<file path="src/rtl/core/brc_pkg.sv">
// Shared types and constants for the barometer reading compensation block.
package brc_pkg;

  // configuration register indexes
  localparam logic [1:0] REG_TEMP_TRIM  = 2'd0;
  localparam logic [1:0] REG_PRES_FIRST = 2'd1;
  localparam logic [1:0] REG_PRES_SECOND = 2'd2;
  localparam logic [1:0] REG_PRES_THIRD = 2'd3;

  localparam int CFG_W = 48;

  // input commands
  localparam logic CMD_TEMP = 1'b0;
  localparam logic CMD_PRES = 1'b1;

  localparam logic signed [63:0] SAT_MAX = 64'sd2147483647;
  localparam logic signed [63:0] SAT_MIN = -64'sd2147483648;
  localparam logic signed [63:0] TEMP_HALF = 64'sd1 <<< 39;
  localparam logic signed [63:0] PRES_HALF = 64'sd1 <<< 17;

  // decoded trim words (P1 and P2 already offset by -2^14)
  typedef struct packed {
    logic        [15:0] t1;
    logic        [15:0] t2;
    logic signed [7:0]  t3;
    logic signed [16:0] p1;
    logic signed [16:0] p2;
    logic signed [7:0]  p3;
    logic signed [7:0]  p4;
    logic        [15:0] p5;
    logic        [15:0] p6;
    logic signed [7:0]  p7;
    logic signed [7:0]  p8;
    logic signed [15:0] p9;
    logic signed [7:0]  p10;
    logic signed [7:0]  p11;
  } trim_t;

  // stage 1: first products
  typedef struct packed {
    logic               cmd;
    logic signed [24:0] rs;
    logic signed [15:0] t;
    logic signed [31:0] tsq;
    logic        [47:0] r2;
    logic signed [40:0] rt;
    logic signed [40:0] rp9;
    logic signed [41:0] rp1;
    logic signed [32:0] p2t;
    logic signed [32:0] p6t;
    logic signed [42:0] dt2;
    logic signed [49:0] dd;
  } s1_t;

  // stage 2: second products and first partial sum
  typedef struct packed {
    logic               cmd;
    logic signed [24:0] rs;
    logic signed [46:0] tcb;
    logic signed [39:0] p7tsq;
    logic signed [39:0] p3tsq;
    logic signed [63:0] rp2t;
    logic signed [63:0] r2p9;
    logic signed [63:0] r2t;
    logic        [53:0] cube;
    logic signed [42:0] dt2;
    logic signed [57:0] dd3;
    logic signed [63:0] ps;
  } s2_t;

  // stage 3
  typedef struct packed {
    logic               cmd;
    logic signed [24:0] rs;
    logic signed [63:0] p8tcb;
    logic signed [41:0] p4s;
    logic signed [63:0] rp3;
    logic signed [63:0] r2t10;
    logic signed [63:0] cube11;
    logic signed [63:0] ps;
    logic signed [23:0] tval;
  } s3_t;

  // stage 4
  typedef struct packed {
    logic               cmd;
    logic signed [63:0] rp4;
    logic signed [63:0] ps;
    logic signed [23:0] tval;
  } s4_t;

endpackage

</file>
<file path="src/rtl/core/brc_trim_regs.sv">
// Trim word registers and field decode.
module brc_trim_regs
  import brc_pkg::*;
(
  input  logic             clk,
  input  logic             rst,
  input  logic             cfg_write,
  input  logic [1:0]       cfg_index,
  input  logic [CFG_W-1:0] cfg_data,
  output trim_t            trim
);

  logic [39:0] temp_trim;
  logic [47:0] pres_first;
  logic [47:0] pres_second;
  logic [31:0] pres_third;

  // register writes, masked to width
  always_ff @(posedge clk) begin
    if (rst) begin
      temp_trim   <= '0;
      pres_first  <= '0;
      pres_second <= '0;
      pres_third  <= '0;
    end else if (cfg_write) begin
      case (cfg_index)
        REG_TEMP_TRIM:   temp_trim   <= cfg_data[39:0];
        REG_PRES_FIRST:  pres_first  <= cfg_data[47:0];
        REG_PRES_SECOND: pres_second <= cfg_data[47:0];
        REG_PRES_THIRD:  pres_third  <= cfg_data[31:0];
        default: ;
      endcase
    end
  end

  // field decode
  always_comb begin
    trim.t1  = temp_trim[15:0];
    trim.t2  = temp_trim[31:16];
    trim.t3  = $signed(temp_trim[39:32]);
    trim.p1  = 17'($signed(pres_first[15:0])) - 17'sd16384;
    trim.p2  = 17'($signed(pres_first[31:16])) - 17'sd16384;
    trim.p3  = $signed(pres_first[39:32]);
    trim.p4  = $signed(pres_first[47:40]);
    trim.p5  = pres_second[15:0];
    trim.p6  = pres_second[31:16];
    trim.p7  = $signed(pres_second[39:32]);
    trim.p8  = $signed(pres_second[47:40]);
    trim.p9  = $signed(pres_third[15:0]);
    trim.p10 = $signed(pres_third[23:16]);
    trim.p11 = $signed(pres_third[31:24]);
  end

endmodule

</file>
<file path="config.mk">
export PLATFORM = sky130hd
export DESIGN_NAME = brc_trim_regs
export DESIGN_NICKNAME = d
export VERILOG_FILES = /design/src/rtl/core/brc_pkg.sv /design/src/rtl/core/brc_trim_regs.sv
export SDC_FILE = /design/constraint.sdc
export NUM_CORES = 1
export LEC_CHECK = 0
export ABC_CLOCK_PERIOD_IN_PS = 1100
export BUFFER_PORTS_ARGS = -buffer_cell sky130_fd_sc_hd__buf_2
export CAP_MARGIN = 20
export CORE_UTILIZATION = 48
export CTS_BUF_LIST = sky130_fd_sc_hd__clkbuf_2 sky130_fd_sc_hd__clkbuf_4 sky130_fd_sc_hd__clkbuf_8
export CTS_CLUSTER_SIZE = 16
export DETAILED_ROUTE_END_ITERATION = 10
export PLACE_DENSITY = 0.79
export SLEW_MARGIN = 20
export SYNTH_ARGS = -nofsm -noshare
export SYNTH_HDL_FRONTEND = slang
export SYNTH_SLANG_ARGS = --single-unit
</file>
<file path="constraint.sdc">
create_clock -name clk -period 1.1 [get_ports clk]
set_input_delay 0.22 -clock clk [delete_from_list [all_inputs] [get_ports clk]]
set_output_delay 0.22 -clock clk [all_outputs]
set_load 0.01 [all_outputs]
</file>
==> results of run 1 <==
-- per-layer routing --
layer / vias up / global-route usage [%] / share of wire, %
met5: - / 0 / 0
met4: 0 / 10.62 / 2.7
met3: 32 / 5.950 / 4.7
met2: 146 / 41.12 / 51
met1: 2524 / 25.57 / 41
li1: 2542 / - / -
-- power by group through the flow --
| stage | registers [mW] | clock network [mW] | logic, mW |
|---|---|---|---|
| after floorplan | 6.61 | 0 | 0.742 |
| after global placement | 6.54 | 0 | 1.28 |
| final | 6.49 | 4.17 | 1.66 |
| after detailed placement | 6.54 | 0 | 1.29 |
| after CTS | 6.49 | 4.22 | 1.57 |
| after global routing | 6.52 | 4.52 | 1.76 |
-- state kept, by name, summed over array words and instances (netlist names) --
register,count
pres_second,48
pres_third,32
temp_trim,40
pres_first,48
-- logic make-up after synthesis --
kind of cell               count (synthesis)  synth area share (%)
muxes                                    168                 23.94
adders and majority gates                  2                0.3562
and+or+nand+nor                          222                 19.88
DFF                                      168                 47.88
buffers and inverters                     93                 7.944
-- cell usage in the layout, fill, tap and decap left out --
| cell type | instances |
|---|---|
| clkbuf_4 | 1 |
| buf_2 | 51 |
| clkinvlp_4 | 4 |
| or3b_1 | 1 |
| dfxtp_2 | 166 |
| buf_12 | 13 |
| nand3b_1 | 2 |
| dfxtp_4 | 2 |
| ha_4 | 2 |
| buf_4 | 66 |
| nand3_2 | 1 |
| clkinv_2 | 4 |
| inv_2 | 6 |
| clkbuf_8 | 17 |
| nor3b_2 | 1 |
| bufinv_16 | 1 |
| inv_6 | 4 |
| buf_6 | 171 |
| clkinv_4 | 1 |
| nand2b_1 | 216 |
| mux2i_1 | 168 |
| and3b_2 | 1 |
-- worst paths after layout --
check                 start         endpoint  slack [ns]  cells after the start
max          pres_first[31]        trim[111]       -0.30                      3
min            cfg_data[46]  pres_second[46]        0.04                      3
max reg2reg  pres_first[30]   pres_first[30]        0.26                      4
min reg2reg   pres_third[0]    pres_third[0]        0.48                      2
-- layout make-up --
| cell class | count | area [um^2] | share of cell area (%) |
|---|---|---|---|
| clock buffer | 18 | 241.5 | 2.352 |
| clock inverter | 14 | 123.9 | 1.206 |
| inverter | 6 | 22.52 | 0.2194 |
| multi-input combinational | 392 | 3139 | 30.58 |
| sequential | 168 | 3578 | 34.85 |
| tap | 180 | 225.2 | 2.194 |
| timing repair buffer | 301 | 2937 | 28.60 |
-- tightest hold or removal path, delay by kind of cell --
family / cells / cell delay [ns]
multiplexers: 1 / 0.06
AND/OR/NAND/NOR: 1 / 0.07
buffers and inverters: 1 / 0.09
-- repair_timing --
action	in CTS	in global routing
setup endpoints to repair	170	170
gates resized for setup	345	7
setup buffers	18	35
gates cloned	0	0
pin swaps	2	1
==> impl_metrics.json, run 1 <==
{
  "netlist_instances": 653,
  "drc_errors": 0,
  "power_switching_mw": 3.201,
  "peakVddDrop_mv": 0.7363,
  "syn2layout_area_growth_pct": 46.17,
  "critPathRequiredTime_ns": 0.88,
  "synth_ff_type": "dfxtp_1",
  "worstMarginPinSlew_ns": 0.2928,
  "hold_class": "input pin to register",
  "arrival_ns": 1.18,
  "switching_share_pct": 25.99,
  "p_seq_share_pct": 52.7,
  "netlist_top_cells_area": "dfxtp_1 (48%), mux2i_1 (24%), nand2b_1 (19%)",
  "slew_violations": 0,
  "cts_max_path_buffers": 2,
  "failed_checks": "setup timing",
  "post-route-worst-setup-slack_ns": -0.2973,
  "ios": 223,
  "pwr-share-comb_pct": 13.5,
  "fin_util_pct": 72.84,
  "clock-root-buffer": "clkbuf_8",
  "synth.most_common_cell": "nand2b_1",
  "critPathKind": "register to primary output",
  "gp_congestion": 0.7366,
  "rows": 43,
  "synth_seq_cells": 168,
  "grtUsageTotal_pct": 23.04,
  "power_leakage_nw": 4.939,
  "netlist_top_cells_count": "nand2b_1 (216), dfxtp_1 (168), mux2i_1 (168), buf_4 (47), clkbuf_1 (24)",
  "status": "complete, but fails checks",
  "fin_cells": 1079,
  "diodes": 0,
  "fin_crit_sh_pct": 127.0,
  "max_freq_mhz": 715.7,
  "routed_via_density": 4.860,
  "drt_iter0_markers": 168,
  "clkTransAtPathRegs_ns": 0.09,
  "setup_violations": 170,
  "grt_overflow": 0,
  "critPathCaptureType": "primary output",
  "initial_core_util_pct": 49.83,
  "final_hold_viol_count": 0,
  "grt_antenna_before_repair": 0,
  "synth_cell_type_count": 14,
  "core_area_um2": 14100,
  "grt_max_degree": 40,
  "period_minus_slack_ns": 1.397,
  "synth_top_area_share_pct": 47.88,
  "drtPass1Iterations": 4,
  "hpwl_um": 10600,
  "design_power_total_mw": 12.32,
  "synth_nets": 708,
  "grt_pass1_wl_um": 26410,
  "die_y_um": 123.0,
  "synthArstFlopShare_pct": 0,
  "routedWlPerCell_um": 16.52,
  "dp.cells": 994,
  "crit_path_start_kind": "register",
  "antenna_left": 0,
  "powerDensity_nw_per_um2": 1200,
  "synth_edf_count": 0,
  "layout.nets": 941,
  "p_int_mw": 9.117,
  "ys_warn_count": 0,
  "port_buffers": 222,
  "path_cells": "inv_2, ha_4, buf_6",
  "path_buf_inv": 2,
  "max-cap-violations": 0,
  "place_area_um2": 8197,
  "holdWs_ns": 0.03908,
  "crit_fanout": 2,
  "layout-drive-gt1-share_pct": 56.95,
  "clkLatencyLatePin_ns": 0.45,
  "cts_max_level": 4,
  "die_w_um": 123.0,
  "wirelength_um": 17830,
  "max_slew_margin_pct": 80.48,
  "rsz0062_at_grt": "yes",
  "syn_area_um2": 7024,
  "max_stage_delay_ns": 0.34,
  "setup_tns_ns": -4.564,
  "die_area_um2": 15120,
  "clock_skew_ns": 0,
  "numCtsBuffers": 17,
  "syn_avg_cell_area_um2": 10.76,
  "worst_path_max_delay_cell": "dfxtp_2",
  "clock-sinks": 168,
  "cts_tree": "yes",
  "path_delay_family": "flip-flops",
  "synth_top_area_cell": "dfxtp_1",
  "grt_pass1_vias": 5244,
  "nFillCells": 920,
  "fin_area_um2": 10270,
  "place_ws_ns": -0.1542,
  "cts_hold_buf": 0,
  "clockPowerShare_pct": 33.8,
  "vias": 5244,
  "synth-seq-area-share_pct": 47.88
}
Note: power is estimated with default switching activity, not from simulation.
==> inputs of run 2 (changes only) <==
--- a/config.mk
+++ b/config.mk
@@ -5,7 +5,7 @@
 export SDC_FILE = /design/constraint.sdc
 export NUM_CORES = 1
 export LEC_CHECK = 0
-export ABC_CLOCK_PERIOD_IN_PS = 1100
+export ABC_CLOCK_PERIOD_IN_PS = 1240
 export BUFFER_PORTS_ARGS = -buffer_cell sky130_fd_sc_hd__buf_2
 export CAP_MARGIN = 20
 export CORE_UTILIZATION = 48
==> constraint.sdc (replaced) <==
create_clock -name clk -period 1.24 [get_ports clk]
set_input_delay 0.248 -clock clk [delete_from_list [all_inputs] [get_ports clk]]
set_output_delay 0.248 -clock clk [all_outputs]
set_load 0.01 [all_outputs]
==> impl_metrics.json, run 2 (synthesis gave the netlist of run 1 again) <==
{
  "status": "complete, but fails checks",
  "failed_checks": "setup timing",
  "crit_fanout": 3,
  "vias": 4898,
  "arrival_ns": 1.18,
  "hold_class": "input pin to register",
  "powerDensity_nw_per_um2": 1249,
  "cts_max_level": 4,
  "worstMarginPinSlew_ns": 0.2810,
  "setup_tns_ns": -0.6789,
  "clock_skew_ns": 0,
  "grt_overflow": 0,
  "die_y_um": 123.0,
  "rows": 43,
  "drc_errors": 0,
  "slew_violations": 0,
  "fin_area_um2": 8688,
  "cp_num_cells": 2,
  "timing.rr.start": "pres_first[30]",
  "cts_hold_buf": 0,
  "path_cells": "ha_4, buf_6",
  "layout.nets": 886,
  "critPathCaptureType": "primary output",
  "crit_end": "trim[128]",
  "regArea_um2": 3405,
  "power_leakage_nw": 4.483,
  "multiInputGateArea_um2": 3139,
  "final_cell_mix": "nand2b_1 (216), buf_2 (212), mux2i_1 (168), dfxtp_1 (139), dfxtp_2 (27)",
  "drtPass1Iterations": 4,
  "critPathLaunch": "pres_first[14]",
  "drt_iter0_markers": 175,
  "max-cap-violations": 0,
  "core_area_um2": 14100,
  "clock-sinks": 168,
  "gp_congestion": 0.7782,
  "path_delay_family": "flip-flops",
  "clkLatencyLatePin_ns": 0.44,
  "path_buf_inv": 1,
  "routedWlPerCell_um": 15.04,
  "cts_max_path_buffers": 2,
  "routed_via_density": 4.779,
  "die_w_um": 123.0,
  "r2r_slack_ns": 0.47,
  "clkTransAtPathRegs_ns": 0.09,
  "numCtsBuffers": 17,
  "grt_max_degree": 56,
  "peakVddDrop_mv": 0.9401,
  "hpwl_um": 10830,
  "nFillCells": 1208,
  "grt_antenna_before_repair": 1,
  "max_stage_delay_ns": 0.37,
  "rsz0062_at_grt": "yes",
  "wirelength_um": 15420,
  "setup_violations": 5,
  "crit_path_start_kind": "register",
  "clock-root-buffer": "clkbuf_8",
  "worst_path_max_delay_cell": "dfxtp_4",
  "cts_tree": "yes",
  "ff2ff_path_depth": 3,
  "grt_pass1_wl_um": 23870,
  "largestRegisters": "pres_first x48, pres_second x48, temp_trim x40",
  "grt_pass1_vias": 4837,
  "fin_crit_sh_pct": 115.5,
  "layout-drive-gt1-share_pct": 37.68,
  "max_slew_margin_pct": 81.19,
  "die_area_um2": 15120,
  "post-route-worst-setup-slack_ns": -0.1918,
  "max_freq_mhz": 698.4,
  "period_minus_slack_ns": 1.432,
  "final_common_cell": "nand2b_1",
  "place_area_um2": 8149,
  "port_buffers": 222,
  "critPathRequiredTime_ns": 0.99,
  "syn2layout_area_growth_pct": 23.69,
  "final_hold_viol_count": 0,
  "initial_core_util_pct": 49.83,
  "antenna_left": 0,
  "rr_endpoint": "pres_first[30]",
  "ios": 223,
  "critPathKind": "register to primary output",
  "fin_util_pct": 61.64,
  "grtUsageTotal_pct": 20.63
}
[run 2: cell types whose count changed in the layout (fill, tap and decap cells not counted), sizes merged]
cell	previous run	this run
clkbuf	18	22
inv	10	7
diode	0	1
clkinv	5	6
bufinv	1	2
clkinvlp	4	1
buf	301	246
[run 2: timing repair]
action,4_1_cts,5_1_grt
endpoints found under the hold margin,0,0
endpoints found under the setup margin,7,32
pin swaps,2,1
cloned,0,0
setup buffers,1,0
gates resized for setup,18,31
[run 2: how the worst min path moves through the flow]
| stage | startpoint | cells after the start | slack, ns | endpoint |
|---|---|---|---|---|
| global route | cfg_data[42] | 3 | 0.07 | pres_second[42] |
| CTS | cfg_data[42] | 3 | 0.05 | pres_second[42] |
| floorplan | cfg_data[40] | 2 | 0.42 | pres_second[40] |
| detailed placement | pres_first[32] | 2 | 0.46 | pres_first[32] |
| finish | cfg_data[42] | 3 | 0.08 | pres_second[42] |
| global placement | pres_first[19] | 2 | 0.45 | pres_first[19] |
[run 2: layer usage]
layer / wire (um) / global-route usage (%)
met2: 7375 / 34.06
met3: 896 / 5.766
met5: 0 / 0
met4: 485 / 11.14
met1: 6661 / 24.27
[run 2: layout make-up]
cell class / count / area share (%)
flip-flops and latches: 168 / 39.18
clock inverters: 10 / 1.354
clock buffers: 22 / 3.413
well taps: 180 / 2.592
diodes: 1 / 0.02880
repair buffers: 246 / 17.04
multi-input cells: 392 / 36.13
inverters: 6 / 0.2592
[run 2: power by group]
group / switching [mW] / internal (mW)
registers: 0.0962 / 5.58
logic: 0.572 / 0.574
clock network: 1.99 / 2.04
total: 2.66 / 8.19
[run 2: worst reg2reg max path, delay by kind of cell (launching register included)]
kind / cells / cell delay [ns]
buffers and inverters: 1 / 0.10
flip-flops: 1 / 0.38
multiplexers: 1 / 0.15
AND/OR/NAND/NOR: 1 / 0.06
[run 2: metrics by stage]
| step | std cells | power, mW | worst slack, ns | hold slack (ns) |
|---|---|---|---|---|
| 2_1_floorplan | 653 | 6.515 | 0.08978 | 0.4239 |
| 3_3_place_gp | 991 | 6.913 | -0.02006 | 0.4539 |
| 3_5_place_dp | 991 | 6.932 | -0.04607 | 0.4566 |
| 4_1_cts | 1024 | 10.95 | -0.2273 | 0.04748 |
| 5_1_grt | 1025 | 11.28 | -0.2558 | 0.07435 |
| 6_report | 1025 | 10.85 | -0.1918 | 0.07551 |
==> inputs of run 3 (changes only) <==
--- a/config.mk
+++ b/config.mk
@@ -8,12 +8,13 @@
 export ABC_CLOCK_PERIOD_IN_PS = 1240
 export BUFFER_PORTS_ARGS = -buffer_cell sky130_fd_sc_hd__buf_2
 export CAP_MARGIN = 20
+export CORE_ASPECT_RATIO = 1.2
 export CORE_UTILIZATION = 48
 export CTS_BUF_LIST = sky130_fd_sc_hd__clkbuf_2 sky130_fd_sc_hd__clkbuf_4 sky130_fd_sc_hd__clkbuf_8
 export CTS_CLUSTER_SIZE = 16
 export DETAILED_ROUTE_END_ITERATION = 10
 export PLACE_DENSITY = 0.79
-export SLEW_MARGIN = 20
+export SLEW_MARGIN = 40
 export SYNTH_ARGS = -nofsm -noshare
 export SYNTH_HDL_FRONTEND = slang
 export SYNTH_SLANG_ARGS = --single-unit
==> impl_metrics.json, run 3 (synthesis gave the netlist of run 1 again) <==
{
  "final_cell_mix": "nand2b_1 (216), buf_2 (213), mux2i_1 (168), dfxtp_1 (133), dfxtp_2 (33)",
  "critPathCaptureType": "primary output",
  "numCtsBuffers": 17,
  "final_common_cell": "nand2b_1",
  "grt_max_degree": 61,
  "vias": 4923,
  "core_area_um2": 14350,
  "max_stage_delay_ns": 0.34,
  "clkTransAtPathRegs_ns": 0.08,
  "grt_antenna_before_repair": 0,
  "path_cells": "inv_2, ha_4, buf_6",
  "min_path_cells": 3,
  "arrival_ns": 1.17,
  "routed_via_density": 4.836,
  "setup_violations": 5,
  "crit_path_start_kind": "register",
  "clkLatencyLatePin_ns": 0.44,
  "layout-drive-gt1-share_pct": 38.32,
  "cts_max_path_buffers": 2,
  "largestRegisters": "pres_first x48, pres_second x48, temp_trim x40",
  "grt_overflow": 0,
  "initial_core_util_pct": 48.94,
  "clock-root-buffer": "clkbuf_8",
  "rsz0062_at_grt": "yes",
  "wirelength_um": 15430,
  "worstMarginPinSlew_ns": 0.2308,
  "grt_pass1_wl_um": 24000,
  "peakVddDrop_mv": 0.7642,
  "failed_checks": "setup timing",
  "critPathKind": "register to primary output",
  "post-route-worst-setup-slack_ns": -0.1821,
  "hold_class": "input pin to register",
  "rows": 48,
  "gp_congestion": 0.7738,
  "die_w_um": 112.4,
  "drc_errors": 0,
  "ios": 223,
  "path_delay_family": "flip-flops",
  "max_freq_mhz": 703.2,
  "grt_pass1_vias": 4805,
  "drt_iter0_markers": 156,
  "cts_max_level": 4,
  "path_buf_inv": 2,
  "critPathRequiredTime_ns": 0.99,
  "crit_fanout": 2,
  "ff2ff_path_depth": 3,
  "worst_path_max_delay_cell": "dfxtp_2",
  "cp_num_cells": 3,
  "holdWs_ns": 0.07619,
  "max_slew_margin_pct": 84.54,
  "design_power_total_mw": 10.53,
  "die_area_um2": 15120,
  "clock-sinks": 168,
  "diodes": 0,
  "slew_violations": 0,
  "power_leakage_nw": 4.470,
  "hpwl_um": 10770,
  "grtUsageTotal_pct": 20.43,
  "fin_crit_sh_pct": 114.7,
  "antenna_left": 0,
  "syn2layout_area_growth_pct": 22.96,
  "powerDensity_nw_per_um2": 1219,
  "place_ws_ns": -0.04928,
  "die_y_um": 134.5,
  "clock_skew_ns": 0,
  "drtPass1Iterations": 4,
  "max-cap-violations": 0,
  "status": "complete, but fails checks",
  "period_minus_slack_ns": 1.422,
  "cts_tree": "yes",
  "layout.nets": 886,
  "final_hold_viol_count": 0,
  "port_buffers": 222,
  "routedWlPerCell_um": 15.15,
  "setup_tns_ns": -0.6879
}
run 3: layer usage:
metal	wire (um)	vias up	GRT usage [%]
li1	-	2432	-
met1	6512	2313	22.98
met2	7634	145	35.02
met3	760	33	5.386
met4	518	0	11.85
met5	0	-	0
run 3: final cells by class:
| class | instances | area [um^2] |
|---|---|---|
| Clock buffer | 24 | 305.3 |
| Multi-Input combinational cell | 392 | 3139 |
| Fill cell | 1254 | 5717 |
| Clock inverter | 7 | 70.07 |
| Inverter | 6 | 22.52 |
| Timing Repair Buffer | 246 | 1469 |
| Tap cell | 175 | 219.0 |
| Sequential cell | 168 | 3412 |
run 3: through the flow:
stage	cells	area (um^2)	util, %
after global routing	1018	8637	60.17
after global placement	985	8123	56.59
after CTS	1018	8577	59.75
final	1018	8637	60.17
after floorplan	653	7024	-
after detailed placement	985	8123	56.59
run 3: power breakdown:
| group | total (mW) | internal [mW] | switching [mW] |
|---|---|---|---|
| Combinational | 1.14 | 0.568 | 0.570 |
| Clock | 3.71 | 1.82 | 1.89 |
| Sequential | 5.68 | 5.59 | 0.0963 |
run 3: what timing repair did:
action,4_1_cts,5_1_grt
gates resized for setup,16,38
setup endpoints to repair,7,37
cloned,0,0
hold buffers,0,0
pin swaps,2,0
setup buffers,2,0
run 3: final timing paths:
| path | to | start | slack (ns) |
|---|---|---|---|
| max | trim[111] | pres_first[31] | -0.18 |
| min reg2reg | pres_first[27] | pres_first[27] | 0.47 |
| max reg2reg | pres_first[30] | pres_first[30] | 0.53 |
| min | pres_first[46] | cfg_data[46] | 0.08 |
run 3: tightest hold or removal path, cell delays in order:
cell and delay [ns]:
buf_2 0.09, nand2b_1 0.08, mux2i_1 0.07
